--- src/sv/dle_char_stuff_framer_macros.svh ---
// Assertion macros used by the framer job queue (dcs_queue).
`ifndef DLE_CHAR_STUFF_FRAMER_MACROS_SVH
`define DLE_CHAR_STUFF_FRAMER_MACROS_SVH
`ifndef SYNTHESIS
// same-cycle implication, disabled during reset
`define DCS_ASSERT_IMPL(lbl, clk, rst_n, ante, cons, msg) \
    lbl: assert property (@(posedge clk) disable iff (!rst_n) (ante) |-> (cons)) \
        else $error(msg);
// next-cycle implication, disabled during reset
`define DCS_ASSERT_NEXT(lbl, clk, rst_n, ante, cons, msg) \
    lbl: assert property (@(posedge clk) disable iff (!rst_n) (ante) |=> (cons)) \
        else $error(msg);
`else
`define DCS_ASSERT_IMPL(lbl, clk, rst_n, ante, cons, msg)
`define DCS_ASSERT_NEXT(lbl, clk, rst_n, ante, cons, msg)
`endif
`endif

--- src/sv/dcs_pkg.sv ---
// Shared types, characters and result-position tables for the DLE framer.
package dcs_pkg;

    typedef logic [7:0] t_byte;
    typedef logic [1:0] t_kind;

    localparam t_byte CH_D = 8'h64;
    localparam t_byte CH_L = 8'h6C;
    localparam t_byte CH_E = 8'h65;
    localparam t_byte CH_T = 8'h74;
    localparam t_byte CH_X = 8'h78;

    localparam t_kind KIND_DATA  = 2'd0;
    localparam t_kind KIND_END   = 2'd1;
    localparam t_kind KIND_ERROR = 2'd2;

    localparam t_byte HDR_SEQ [6] = '{8'h64, 8'h6C, 8'h65, 8'h73, 8'h74, 8'h78};
    localparam t_byte TRL_SEQ [6] = '{8'h64, 8'h6C, 8'h65, 8'h65, 8'h74, 8'h78};

    // A job is a mask over a fixed sequence of result slots, emitted in slot order:
    // header(6), held prefix d/l(2), data byte(1), dle dle(6), error, end,
    // flushed d/l(2), trailer(6).
    localparam int unsigned NUM_POS = 25;
    localparam int unsigned POS_HDR  = 0;
    localparam int unsigned POS_PRE  = 6;
    localparam int unsigned POS_BYTE = 8;
    localparam int unsigned POS_DBL  = 9;
    localparam int unsigned POS_ERR  = 15;
    localparam int unsigned POS_END  = 16;
    localparam int unsigned POS_POST = 17;
    localparam int unsigned POS_TRL  = 19;

    typedef logic [NUM_POS-1:0] t_mask;
    typedef logic [4:0]         t_pos;

    typedef struct packed {
        t_mask mask;
        t_byte data;
    } t_job;

    // header character at hunt position p (0..5)
    function automatic t_byte hdr_char(input logic [2:0] p);
        t_byte c;
        c = (p < 3'd6) ? HDR_SEQ[p] : 8'h00;
        return c;
    endfunction

    // character carried by a result slot
    function automatic t_byte pos_byte(input t_pos p, input t_byte data);
        t_pos  off;
        t_byte c;
        off = '0;
        c   = 8'h00;
        if (p < t_pos'(POS_PRE)) begin
            c = HDR_SEQ[p[2:0]];
        end else if (p < t_pos'(POS_BYTE)) begin
            off = p - t_pos'(POS_PRE);
            c   = TRL_SEQ[off[2:0]];
        end else if (p == t_pos'(POS_BYTE)) begin
            c = data;
        end else if (p < t_pos'(POS_DBL + 3)) begin
            off = p - t_pos'(POS_DBL);
            c   = TRL_SEQ[off[2:0]];
        end else if (p < t_pos'(POS_ERR)) begin
            off = p - t_pos'(POS_DBL + 3);
            c   = TRL_SEQ[off[2:0]];
        end else if (p < t_pos'(POS_POST)) begin
            c = 8'h00;
        end else if (p < t_pos'(POS_TRL)) begin
            off = p - t_pos'(POS_POST);
            c   = TRL_SEQ[off[2:0]];
        end else begin
            off = p - t_pos'(POS_TRL);
            c   = (off < t_pos'(6)) ? TRL_SEQ[off[2:0]] : 8'h00;
        end
        return c;
    endfunction

    // result kind of a slot
    function automatic t_kind pos_kind(input t_pos p);
        t_kind k;
        k = KIND_DATA;
        if (p == t_pos'(POS_ERR)) begin
            k = KIND_ERROR;
        end else if (p == t_pos'(POS_END)) begin
            k = KIND_END;
        end
        return k;
    endfunction

endpackage

--- src/sv/dcs_if.sv ---
// Valid/ready stream interfaces for the framer input and result channels.
interface dle_in_if;
    import dcs_pkg::*;
    logic  valid;
    logic  ready;
    t_byte in_byte;
    logic  in_last;
    modport source (output valid, in_byte, in_last, input ready);
    modport sink   (input valid, in_byte, in_last, output ready);
endinterface

interface dle_out_if;
    import dcs_pkg::*;
    logic  valid;
    logic  ready;
    t_byte out_byte;
    t_kind out_kind;
    logic  out_last;
    modport source (output valid, out_byte, out_kind, out_last, input ready);
    modport sink   (input valid, out_byte, out_kind, out_last, output ready);
endinterface

--- src/sv/dcs_front.sv ---
// Front end: accepts bytes, tracks framing state, and emits a job for each byte that causes results.
module dcs_front (
    input  logic          i_clk,
    input  logic          i_rst_n,
    dle_in_if.sink        i_in,
    input  logic          i_cfg_we,
    input  logic          i_cfg_mode,
    output logic          o_mode,
    input  logic          i_q_full,
    output logic          o_push,
    output dcs_pkg::t_job o_job
);
    import dcs_pkg::*;

    // match progress codes (stuff uses IDLE..DL, destuff inside a frame uses all)
    localparam logic [2:0] PROG_IDLE  = 3'd0;
    localparam logic [2:0] PROG_D     = 3'd1;
    localparam logic [2:0] PROG_DL    = 3'd2;
    localparam logic [2:0] PROG_DLE   = 3'd3;
    localparam logic [2:0] PROG_DLED  = 3'd4;
    localparam logic [2:0] PROG_DLEDL = 3'd5;
    localparam logic [2:0] PROG_DLEE  = 3'd6;
    localparam logic [2:0] PROG_DLEET = 3'd7;
    localparam logic [2:0] HUNT_LAST  = 3'd5;

    logic       r_mode;
    logic       r_open, n_open;
    logic [2:0] r_prog, n_prog;
    logic [2:0] p;
    t_mask      mask;
    t_byte      b;
    logic       hold_d;
    logic       err;
    logic       fire;

    assign i_in.ready = !i_q_full;
    assign fire       = i_in.valid && !i_q_full;
    assign o_mode     = r_mode;

    // classify the byte against the current state
    always_comb begin
        mask   = '0;
        n_open = r_open;
        b      = i_in.in_byte;
        hold_d = (b == CH_D);
        err    = 1'b0;
        p      = r_prog;
        if (!r_mode) begin
            // stuffing
            if (p > PROG_DL) p = PROG_IDLE;
            if (!r_open) begin
                mask[POS_HDR +: 6] = '1;
                p = PROG_IDLE;
            end
            case (p)
                PROG_D: begin
                    if (b == CH_L) begin
                        p = PROG_DL;
                    end else begin
                        mask[POS_PRE]  = 1'b1;
                        mask[POS_BYTE] = !hold_d;
                        p = hold_d ? PROG_D : PROG_IDLE;
                    end
                end
                PROG_DL: begin
                    if (b == CH_E) begin
                        mask[POS_DBL +: 6] = '1;
                        p = PROG_IDLE;
                    end else begin
                        mask[POS_PRE +: 2] = '1;
                        mask[POS_BYTE]     = !hold_d;
                        p = hold_d ? PROG_D : PROG_IDLE;
                    end
                end
                default: begin
                    mask[POS_BYTE] = !hold_d;
                    p = hold_d ? PROG_D : PROG_IDLE;
                end
            endcase
            if (i_in.in_last) begin
                mask[POS_POST]     = (p != PROG_IDLE);
                mask[POS_POST + 1] = (p == PROG_DL);
                mask[POS_TRL +: 6] = '1;
                n_open = 1'b0;
                p = PROG_IDLE;
            end else begin
                n_open = 1'b1;
            end
        end else if (r_open) begin
            // destuffing inside a frame
            case (p)
                PROG_D: begin
                    if (b == CH_L) begin
                        p = PROG_DL;
                    end else begin
                        mask[POS_PRE]  = 1'b1;
                        mask[POS_BYTE] = !hold_d;
                        p = hold_d ? PROG_D : PROG_IDLE;
                    end
                end
                PROG_DL: begin
                    if (b == CH_E) begin
                        p = PROG_DLE;
                    end else begin
                        mask[POS_PRE +: 2] = '1;
                        mask[POS_BYTE]     = !hold_d;
                        p = hold_d ? PROG_D : PROG_IDLE;
                    end
                end
                PROG_DLE: begin
                    if (b == CH_D)      p = PROG_DLED;
                    else if (b == CH_E) p = PROG_DLEE;
                    else                err = 1'b1;
                end
                PROG_DLED: begin
                    if (b == CH_L) p = PROG_DLEDL;
                    else           err = 1'b1;
                end
                PROG_DLEDL: begin
                    if (b == CH_E) begin
                        mask[POS_DBL +: 3] = '1;
                        p = PROG_IDLE;
                    end else begin
                        err = 1'b1;
                    end
                end
                PROG_DLEE: begin
                    if (b == CH_T) p = PROG_DLEET;
                    else           err = 1'b1;
                end
                PROG_DLEET: begin
                    if (b == CH_X) begin
                        mask[POS_END] = 1'b1;
                        n_open = 1'b0;
                        p = PROG_IDLE;
                    end else begin
                        err = 1'b1;
                    end
                end
                default: begin
                    mask[POS_BYTE] = !hold_d;
                    p = hold_d ? PROG_D : PROG_IDLE;
                end
            endcase
            if (err) begin
                mask[POS_ERR] = 1'b1;
                n_open = 1'b0;
                p = hold_d ? PROG_D : PROG_IDLE;
            end
        end else begin
            // hunting for the header
            if (p > HUNT_LAST) p = PROG_IDLE;
            if (b == hdr_char(p)) begin
                if (p == HUNT_LAST) begin
                    n_open = 1'b1;
                    p = PROG_IDLE;
                end else begin
                    p = p + 3'd1;
                end
            end else begin
                mask[POS_ERR] = 1'b1;
                p = hold_d ? PROG_D : PROG_IDLE;
            end
        end
        n_prog = p;
    end

    assign o_push     = fire && (mask != '0);
    assign o_job.mask = mask;
    assign o_job.data = b;

    // mode and framing state; a mode write restarts framing
    always_ff @(posedge i_clk) begin
        if (!i_rst_n) begin
            r_mode <= 1'b0;
            r_open <= 1'b0;
            r_prog <= PROG_IDLE;
        end else if (i_cfg_we) begin
            r_mode <= i_cfg_mode;
            r_open <= 1'b0;
            r_prog <= PROG_IDLE;
        end else if (fire) begin
            r_open <= n_open;
            r_prog <= n_prog;
        end
    end

endmodule

--- src/sv/dcs_queue.sv ---
// Small job queue between the classifier and the result expander.
`include "dle_char_stuff_framer_macros.svh"
module dcs_queue #(
    parameter int DEPTH = 4
) (
    input  logic          i_clk,
    input  logic          i_rst_n,
    input  logic          i_push,
    input  dcs_pkg::t_job i_job,
    output logic          o_full,
    input  logic          i_pop,
    output logic          o_valid,
    output dcs_pkg::t_job o_job
);
    import dcs_pkg::*;

    localparam int AW = (DEPTH > 1) ? $clog2(DEPTH) : 1;
    localparam int CW = $clog2(DEPTH + 1);

    t_job            r_mem [DEPTH];
    logic [AW-1:0]   r_wr, r_rd;
    logic [CW-1:0]   r_cnt;

    assign o_full  = (r_cnt == CW'(DEPTH));
    assign o_valid = (r_cnt != '0);
    assign o_job   = r_mem[r_rd];

    // storage
    always_ff @(posedge i_clk) begin
        if (i_push) r_mem[r_wr] <= i_job;
    end

    // pointers and fill count
    always_ff @(posedge i_clk) begin
        if (!i_rst_n) begin
            r_wr  <= '0;
            r_rd  <= '0;
            r_cnt <= '0;
        end else begin
            if (i_push) r_wr <= (r_wr == AW'(DEPTH - 1)) ? '0 : r_wr + 1'b1;
            if (i_pop)  r_rd <= (r_rd == AW'(DEPTH - 1)) ? '0 : r_rd + 1'b1;
            if (i_push && !i_pop)      r_cnt <= r_cnt + 1'b1;
            else if (i_pop && !i_push) r_cnt <= r_cnt - 1'b1;
        end
    end

    `DCS_ASSERT_IMPL(a_no_push_full, i_clk, i_rst_n, i_push, !o_full, "push into full queue")
    `DCS_ASSERT_IMPL(a_no_pop_empty, i_clk, i_rst_n, i_pop, o_valid, "pop from empty queue")
    `DCS_ASSERT_NEXT(a_cnt_grow, i_clk, i_rst_n, i_push && !i_pop, r_cnt == CW'($past(r_cnt) + 1'b1), "fill count did not advance")

endmodule

--- src/sv/dcs_back.sv ---
// Back end: expands one job into its result transactions, one per cycle while o_out is ready.
module dcs_back (
    input  logic          i_clk,
    input  logic          i_rst_n,
    input  logic          i_q_valid,
    input  dcs_pkg::t_job i_q_job,
    output logic          o_pop,
    dle_out_if.source     o_out
);
    import dcs_pkg::*;

    t_mask r_rem, n_rem;
    t_byte r_data;
    t_pos  pos;
    t_mask rem_next;
    logic  last;
    logic  fire;
    logic  load;

    // lowest pending slot is the current result
    always_comb begin
        pos = '0;
        for (int k = NUM_POS - 1; k >= 0; k--) begin
            if (r_rem[k]) pos = t_pos'(k);
        end
    end

    assign rem_next = r_rem & (r_rem - 1'b1);
    assign last     = (rem_next == '0);
    assign fire     = o_out.valid && o_out.ready;
    assign load     = (r_rem == '0) || (fire && last);
    assign o_pop    = load && i_q_valid;

    assign o_out.valid    = (r_rem != '0);
    assign o_out.out_byte = pos_byte(pos, r_data);
    assign o_out.out_kind = pos_kind(pos);
    assign o_out.out_last = last;

    // next pending set
    always_comb begin
        if (load)      n_rem = i_q_valid ? i_q_job.mask : '0;
        else if (fire) n_rem = rem_next;
        else           n_rem = r_rem;
    end

    always_ff @(posedge i_clk) begin
        if (!i_rst_n) r_rem <= '0;
        else          r_rem <= n_rem;
    end

    // data byte of the job in service
    always_ff @(posedge i_clk) begin
        if (o_pop) r_data <= i_q_job.data;
    end

endmodule

--- src/sv/dle_char_stuff_framer.sv ---
// Top level of the DLE/STX/ETX character-stuffing framer and deframer.
// Bytes enter on i_in at up to one per cycle; each accepted byte is classified in
// the same cycle and, if it causes results, queued as a job (QUEUE_DEPTH entries)
// for the expander, which sends results on o_out at one per cycle while o_out is
// ready. A job gives 1 to 13 results (header, doubled DLE and trailer bursts), all
// sent before the next job loads, so sustained input rate is one byte per cycle
// while the average expansion stays at or below one result per byte, and the
// input stalls only when the job queue fills. Bytes that give no result (held
// partial escapes, header bytes while hunting) never occupy the expander.
// Register 0 at byte address 0, bit 0: direction_mode (0 stuff, 1 destuff);
// writing it restarts framing and must happen while the block is idle.
module dle_char_stuff_framer #(
    parameter int QUEUE_DEPTH = 4
) (
    input  logic        i_clk,
    input  logic        i_rst_n,
    dle_in_if.sink      i_in,
    dle_out_if.source   o_out,
    input  logic        psel,
    input  logic        penable,
    input  logic        pwrite,
    input  logic [2:0]  paddr,
    input  logic [31:0] pwdata,
    output logic [31:0] prdata,
    output logic        pready
);
    import dcs_pkg::*;

    logic cfg_we;
    logic mode;
    logic push, pop, q_full, q_valid;
    t_job push_job, head_job;

    // register port: one register, any write with address bit 2 low hits it
    assign pready = 1'b1;
    assign cfg_we = psel && penable && pwrite && !paddr[2];
    assign prdata = paddr[2] ? 32'd0 : {31'd0, mode};

    dcs_front u_front (
        .i_clk      (i_clk),
        .i_rst_n    (i_rst_n),
        .i_in       (i_in),
        .i_cfg_we   (cfg_we),
        .i_cfg_mode (pwdata[0]),
        .o_mode     (mode),
        .i_q_full   (q_full),
        .o_push     (push),
        .o_job      (push_job)
    );

    dcs_queue #(
        .DEPTH (QUEUE_DEPTH)
    ) u_queue (
        .i_clk   (i_clk),
        .i_rst_n (i_rst_n),
        .i_push  (push),
        .i_job   (push_job),
        .o_full  (q_full),
        .i_pop   (pop),
        .o_valid (q_valid),
        .o_job   (head_job)
    );

    dcs_back u_back (
        .i_clk     (i_clk),
        .i_rst_n   (i_rst_n),
        .i_q_valid (q_valid),
        .i_q_job   (head_job),
        .o_pop     (pop),
        .o_out     (o_out)
    );

endmodule

--- src/flat_wrapper.sv ---
// flat-port wrapper written by rule: the top's interface ports become plain ports
module dle_char_stuff_framer_flat import dcs_pkg::*;
#(
    parameter int QUEUE_DEPTH = 4
)
  (i_clk, i_rst_n, psel, penable, pwrite, paddr, pwdata, prdata, pready, i_in_valid, i_in_in_byte, i_in_in_last, i_in_ready, o_out_valid, o_out_out_byte, o_out_out_kind, o_out_out_last, o_out_ready);
  dle_in_if i_in_i ();
  dle_out_if o_out_i ();
  input  logic i_clk;
  input  logic i_rst_n;
  input  logic psel;
  input  logic penable;
  input  logic pwrite;
  input  logic [2:0] paddr;
  input  logic [31:0] pwdata;
  output logic [31:0] prdata;
  output logic pready;
  input wire logic [$bits(i_in_i.valid)-1:0] i_in_valid;
  input wire logic [$bits(i_in_i.in_byte)-1:0] i_in_in_byte;
  input wire logic [$bits(i_in_i.in_last)-1:0] i_in_in_last;
  output wire logic [$bits(i_in_i.ready)-1:0] i_in_ready;
  output wire logic [$bits(o_out_i.valid)-1:0] o_out_valid;
  output wire logic [$bits(o_out_i.out_byte)-1:0] o_out_out_byte;
  output wire logic [$bits(o_out_i.out_kind)-1:0] o_out_out_kind;
  output wire logic [$bits(o_out_i.out_last)-1:0] o_out_out_last;
  input wire logic [$bits(o_out_i.ready)-1:0] o_out_ready;
  assign i_in_i.valid = i_in_valid;
  assign i_in_i.in_byte = i_in_in_byte;
  assign i_in_i.in_last = i_in_in_last;
  assign i_in_ready = i_in_i.ready;
  assign o_out_valid = o_out_i.valid;
  assign o_out_out_byte = o_out_i.out_byte;
  assign o_out_out_kind = o_out_i.out_kind;
  assign o_out_out_last = o_out_i.out_last;
  assign o_out_i.ready = o_out_ready;
  dle_char_stuff_framer #(.QUEUE_DEPTH(QUEUE_DEPTH)) u_core (.i_clk(i_clk), .i_rst_n(i_rst_n), .i_in(i_in_i), .o_out(o_out_i), .psel(psel), .penable(penable), .pwrite(pwrite), .paddr(paddr), .pwdata(pwdata), .prdata(prdata), .pready(pready));
endmodule
--- config.mk ---
export PLATFORM = sky130hd
export DESIGN_NAME = dle_char_stuff_framer_flat
export DESIGN_NICKNAME = d
export VERILOG_FILES = /design/src/sv/dcs_pkg.sv /design/src/sv/dcs_if.sv /design/src/sv/dcs_front.sv /design/src/sv/dcs_queue.sv /design/src/sv/dcs_back.sv /design/src/sv/dle_char_stuff_framer.sv /design/src/flat_wrapper.sv
export VERILOG_INCLUDE_DIRS = /design/src /design/src/sv
export SDC_FILE = /design/constraint.sdc
export NUM_CORES = 1
export LEC_CHECK = 0
export ABC_AREA = 0
export BUFFER_PORTS_ARGS = -buffer_cell sky130_fd_sc_hd__buf_2
export CAP_MARGIN = 20
export CORE_MARGIN = 1
export CORE_UTILIZATION = 60
export CTS_BUF_LIST = sky130_fd_sc_hd__clkbuf_4
export CTS_CLUSTER_DIAMETER = 30
export CTS_CLUSTER_SIZE = 28
export DETAILED_ROUTE_END_ITERATION = 8
export PLACE_DENSITY = 0.82
export SETUP_SLACK_MARGIN = 0.5
export SLEW_MARGIN = 5
export SYNTH_ARGS = -nofsm -noshare
export SYNTH_HDL_FRONTEND = slang
export SYNTH_SLANG_ARGS = --single-unit
--- constraint.sdc ---
create_clock -name i_clk -period 3.9 [get_ports i_clk]
set_input_delay 0 -clock i_clk [delete_from_list [all_inputs] [get_ports i_clk]]
set_output_delay 0 -clock i_clk [all_outputs]
set_load 0.005 [all_outputs]
==> run metrics, run 1 <==
TNS Setup 0 ns; Layout Nets approximately 760; Register Area between 3000 and 4000 um2; io pins slightly below 100; most common cell after layout, fill and taps aside edfxtp_1; f_max 282 MHz; H-Tree Level Count 4; Slew headroom 0.373; TritonCTS clock tree yes; Starting Density 0.621; final setup fails 0; post-synth cell types 78; Crit Path Max Fanout 8; Place WS 0.318 ns; vias in the first global route 4844; unrepaired setup endpoints after global routing true; clock transition at the registers of the reported paths 0.11 ns; worst slew pin tran between 0.9 and 1 ns; Num CTS Buffers 17; Syn. warnings 0; Vias 5141; final worst path period need 3.55 ns; cell area after synthesis 6790 um2; CTS root buffer clkbuf_4; register bit total from synthesis 123; most frequent cells in the layout 84 x edfxtp_1, 60 x nand2_1, 35 x nor2_1; Detailed Place HPWL a little under 10 mm; Max Slew Vio Count 0; layout cells sized above 1 0.245; layout filler cell count 783; Syn Inst Count 630; wire length of the first global-routing pass 23.8 mm; Worst setup SP type flop; Initial DRC Count 335; Post-synth ARST share 0; status complete, no violations; Critical Path RT 3.90 ns; WP data arrival roughly 3.6 ns; remaining global-route overflow 0; ANT cells 0; Die Y between 100 and 150 um; register area share after synthesis 0.486; clock buffer depth 2; maxcap violations 0; EDFF count, synth 84; syn_area_per_cell 10.8 um2; Pre-Repair DR Iteration Count 5; number of antenna violations at the first check in global routing 0; Hold Vio Cnt, Final 0; clk_lat worst skew 0.51 ns; Multi-input gate area between 3000 and 4000 um2; Buffers on Ports 31; Crit Path Category flop to primary output; GPL Wtd Cong 0.892; Non-Filler Instances 846; skew final 0.0239 ns; DRC viols 0; hold crit path type primary input to flop; Rows 38; detail-routed via count per cell roughly 6; part of the cycle the worst path needs 0.911; global-route usage over all layers 0.270; WL/cell 17.7 um; DIE WIDTH 108 um; worst r2r src u_core.u_back.r_rem[0]; Inst Count DP 777; Hold Crit Start i_rst_n; area delta synth->final 14.0%; PnR worst setup slack 0.348 ns; drt total wl 15.0 mm; pin count of the biggest net entering global routing 42; Post-synth top flop edfxtp_1; Routed Antenna Nets 0; core area ~11000 um2; total clock sinks 123; Critical Path Sink Type primary output; CP Launch Point u_core.u_back.r_rem[18]; die area 11700 um2; hold_ws 0.0737 ns
==> worst max-delay path, cell delays in order, from the launching register on <==
cell and delay [ns]:
dfxtp_2 0.37, nor2_1 0.14, o21ai_2 0.07, a211oi_2 0.21, o31ai_2 0.11, a211oi_1 0.29, nor3_1 0.08, o31a_1 0.34
ha_2 0.25, a22o_1 0.22, o22ai_4 0.25, nand3_1 0.11, mux2_2 0.28, o221ai_2 0.19, buf_2 0.15
==> repair_timing <==
action                                  in CTS  in global routing
resized for setup                           38                 23
endpoints found under the setup margin      10                 10
hold buffers                                18                  0
endpoints found under the hold margin       58                  0
buffers inserted                             8                 11
pin swaps                                    8                 14
==> worst paths after layout <==
| kind | slack (ns) | to | depth (start not counted) |
|---|---|---|---|
| hold reg to reg | 0.50 | flop | 2 |
| hold / removal | 0.07 | u_core.u_queue.r_wr[0] | 3 |
| setup / recovery | 0.35 | o_out_out_byte[0] | 14 |
| setup reg to reg | 0.65 | u_core.u_queue.r_cnt[2] | 13 |
==> layout make-up <==
| type | instances | share of cell area |
|---|---|---|
| Inverter | 28 | 0.0136 |
| Clock buffer | 18 | 0.0175 |
| Clock inverter | 14 | 0.0186 |
| Multi-Input combinational cell | 441 | 0.422 |
| Sequential cell | 123 | 0.430 |
| Tap cell | 140 | 0.0226 |
| Timing Repair Buffer | 82 | 0.0753 |
==> stage by stage <==
| step | util | area (um2) |
|---|---|---|
| 6_report | 0.708 | 7740 |
| 5_1_grt | 0.708 | 7740 |
| 4_1_cts | 0.692 | 7570 |
| 3_5_place_dp | 0.635 | 6940 |
| 3_3_place_gp | 0.635 | 6940 |
| 2_1_floorplan | - | 6900 |
==> sequential cells by signal, indices dropped and copies added (netlist names), named ones only <==
register,count
u_core.u_queue.r_mem,76
u_core.u_back.r_rem,25
u_core.u_back.r_data,8
u_core.u_front.r_prog,3
u_core.u_queue.r_cnt,3
u_core.u_queue.r_rd,2
u_core.u_queue.r_wr,2
u_core.u_front.o_mode,1
u_core.u_front.r_open,1
==> cells in the mapped netlist (9+ instances only) <==
library cell / number / area [um2]
a21oi_1: 31 / 155
buf_4: 32 / 240
clkbuf_1: 28 / 105
dfxtp_1: 39 / 781
edfxtp_1: 84 / 2520
ha_1: 19 / 238
inv_1: 27 / 101
mux4_2: 19 / 428
nand2_1: 62 / 233
nand2b_1: 9 / 56.3
nand3_1: 21 / 105
nor2_1: 36 / 135
nor3_1: 12 / 60.1
nor4_1: 9 / 56.3
o211ai_1: 15 / 113
o21ai_0: 24 / 120
o22ai_1: 9 / 56.3
or3_1: 9 / 56.3
==> layer usage <==
metal	share of wire	wire length, um	global-route usage	up-vias
met2	0.52	7810	0.463	160
met5	0	0	0	-
met3	0.047	700	0.0621	25
li1	-	-	-	2437
met4	0.019	282	0.106	0
met1	0.41	6180	0.331	2519
==> cell families after synthesis <==
logic type	Yosys count	share of synthesized area
compound gates	138	0.136
mux	28	0.0767
xor+xnor	6	0.00774
flops	123	0.486
other cells	2	0.00111
buf+inv	96	0.0737
fa+ha+maj	24	0.0440
simple gates	213	0.174
Power of run 1 is left out: the tool's default activity adds up to more than one toggle a clock period on the data nets, which glitch-free logic cannot reach.
==> run 2, diff against run 1 <==
==> constraint.sdc (replaced) <==
create_clock -name i_clk -period 4.6 [get_ports i_clk]
set_input_delay 0 -clock i_clk [delete_from_list [all_inputs] [get_ports i_clk]]
set_output_delay 0 -clock i_clk [all_outputs]
set_load 0.005 [all_outputs]
==> run 2 against run 1 <==
Net effect:
- sequential share of layout area increased by 1.6 points
- via count decreased by 1.4%
- register-to-register slack gained 0.14 ns
- clock-buffer cell count unchanged
- global-route usage is 1.5 points lower
- die area did not move
- critical path type unchanged
==> run metrics, run 2 (synthesized netlist as in run 1, its figures left out) <==
hold crit path type primary input to flop; Vias 5067 (-1.4%); final setup fails 0 (unchanged); Initial DRC Count 386 (+15%); f_max between 200 and 300 MHz; number of antenna violations at the first check in global routing 0 (unchanged); part of the cycle the worst path needs 0.837; Detailed Place HPWL 9.39 mm (-4.5%); Critical Path Sink Type primary output; WL/cell 17.1 um (-3.6%); max reg flops 76 (unchanged); DRC viols 0 (unchanged); Rows 38 (unchanged); H-Tree Level Count 4 (unchanged); Die Y 108 um (unchanged); Hold Crit Start i_rst_n; Worst Hold End u_core.u_queue.r_wr[0]; worst flop-to-flop path endpoint u_core.u_queue.r_cnt[2]; layout cells sized above 1 0.166 (-0.0791); Buffers on Ports 31 (unchanged); ANT cells 0 (unchanged); Multi-input gate area 3120 um2 (-4.4%); FF-to-FF setup slack 0.79 ns (+0.14 ns); io pins 97 (unchanged); Routed Antenna Nets 0 (unchanged); global-route usage over all layers 0.255 (-0.0150); detail-routed via count per cell 6.17 (+1.6%); core area 10900 um2 (unchanged); unrepaired setup endpoints after global routing false; Register Area 3310 um2 (-0.75%); wire length of the first global-routing pass 22.8 mm (-4.1%); skew final 0.0232 ns (-0.000713 ns); clock transition at the registers of the reported paths 0.12 ns (about the same); WP data arrival 3.85 ns (+0.30 ns); Layout Nets 739 (-3.3%); total clock sinks 123 (unchanged); Post-DP Area 6880 um2 (-0.87%); layout filler cell count 807 (+3.1%); worst slew pin tran 0.969 ns (+0.0300 ns); worst r2r src u_core.u_front.r_prog[1]; Design Area, Final 7400 um2 (-4.3%); Pre-Repair DR Iteration Count 7 (+2); hold_ws 0.0770 ns (+0.00328 ns); DIE WIDTH 108 um (unchanged); maxcap violations 0 (unchanged); Num CTS Buffers 17 (unchanged); pin count of the biggest net entering global routing 42 (unchanged); TritonCTS clock tree yes; Critical Path RT 4.60 ns (+0.70 ns); Crit Path Max Fanout 6 (-2); remaining global-route overflow 0 (unchanged); GPL Wtd Cong 0.897 (+0.55%); TNS Setup 0 ns (unchanged); Hold Vio Cnt, Final 0 (unchanged); most common cell after layout, fill and taps aside edfxtp_1; clock buffer depth 2 (unchanged); top flop regs u_core.u_queue.r_mem (76), u_core.u_back.r_rem (25), u_core.u_back.r_data (8); Max Slew Vio Count 0 (unchanged); most frequent cells in the layout 84 x edfxtp_1, 62 x nand2_1, 37 x dfxtp_1; status complete, no violations; vias in the first global route 4761 (-1.7%); depth of the most critical reg-to-reg path 12 (-1); clk_lat worst skew 0.51 ns (about the same); Starting Density 0.621 (unchanged); CTS root buffer clkbuf_4; drt total wl 14.0 mm (-6.4%); Crit Path Category flop to primary output; hold depth 3 (unchanged); largest register by flop count u_core.u_queue.r_mem; Slew headroom 0.353 (-0.0200); die area 11700 um2 (unchanged); final worst path period need 3.85 ns; final core occ 0.677 (-0.0305); Worst setup SP type flop; area delta synth->final 9.05%
==> run 2: how the worst max path moves through the flow <==
stage                        startpoint                       to
6_report        u_core.u_back.r_rem[21]        o_out_out_byte[3]
5_1_grt         u_core.u_back.r_rem[20]        o_out_out_byte[6]
4_1_cts         u_core.u_back.r_rem[20]        o_out_out_byte[3]
3_5_place_dp   u_core.u_front.r_prog[2]  u_core.u_queue.r_cnt[2]
3_3_place_gp   u_core.u_front.r_prog[2]  u_core.u_queue.r_cnt[2]
2_1_floorplan  u_core.u_front.r_prog[1]  u_core.u_queue.r_cnt[2]
==> run 2: worst max-delay path, stage by stage, from the launching register on <==
cell	delay [ns]
dfxtp_1	0.42
or2_2	0.20
o21ai_0	0.12
a211oi_1	0.29
o31ai_1	0.10
a211oi_1	0.26
nor3_1	0.08
o31a_1	0.38
ha_2	0.25
a22o_1	0.24
o22ai_4	0.24
o21ai_0	0.16
o211ai_1	0.20
o211ai_1	0.12
a21oi_1	0.17
buf_2	0.13
==> run 2: metal layers <==
| metal | up-vias | global-route usage | share of wire |
|---|---|---|---|
| met4 | 0 | 0.108 | 0.022 |
| li1 | 2377 | - | - |
| met2 | 196 | 0.419 | 0.49 |
| met1 | 2465 | 0.327 | 0.43 |
| met3 | 29 | 0.0561 | 0.058 |
| met5 | - | 0 | 0 |
==> run 2: timing repair <==
item | CTS | global route
endpoints found under the setup margin | 2 | 7
hold buffers | 17 | 0
setup buffers | 0 | 3
gates resized for setup | 1 | 5
endpoints found under the hold margin | 54 | 0
pin swaps | 0 | 2
gates cloned | 0 | 0
==> run 2: final cells by class <==
class	instances	share of cell area
Clock buffer	18	0.0182
Multi-Input combinational cell	441	0.422
Timing Repair Buffer	57	0.0531
Tap cell	140	0.0237
Sequential cell	123	0.446
Clock inverter	14	0.0228
Inverter	28	0.0142
==> run 2: through the flow <==
step / setup slack (ns) / std cells
2_1_floorplan: 1.37 / 660
3_3_place_gp: 0.921 / 769
3_5_place_dp: 0.774 / 769
4_1_cts: 0.510 / 818
5_1_grt: 0.506 / 821
6_report: 0.751 / 821
Power of run 2 is left out for the same reason.
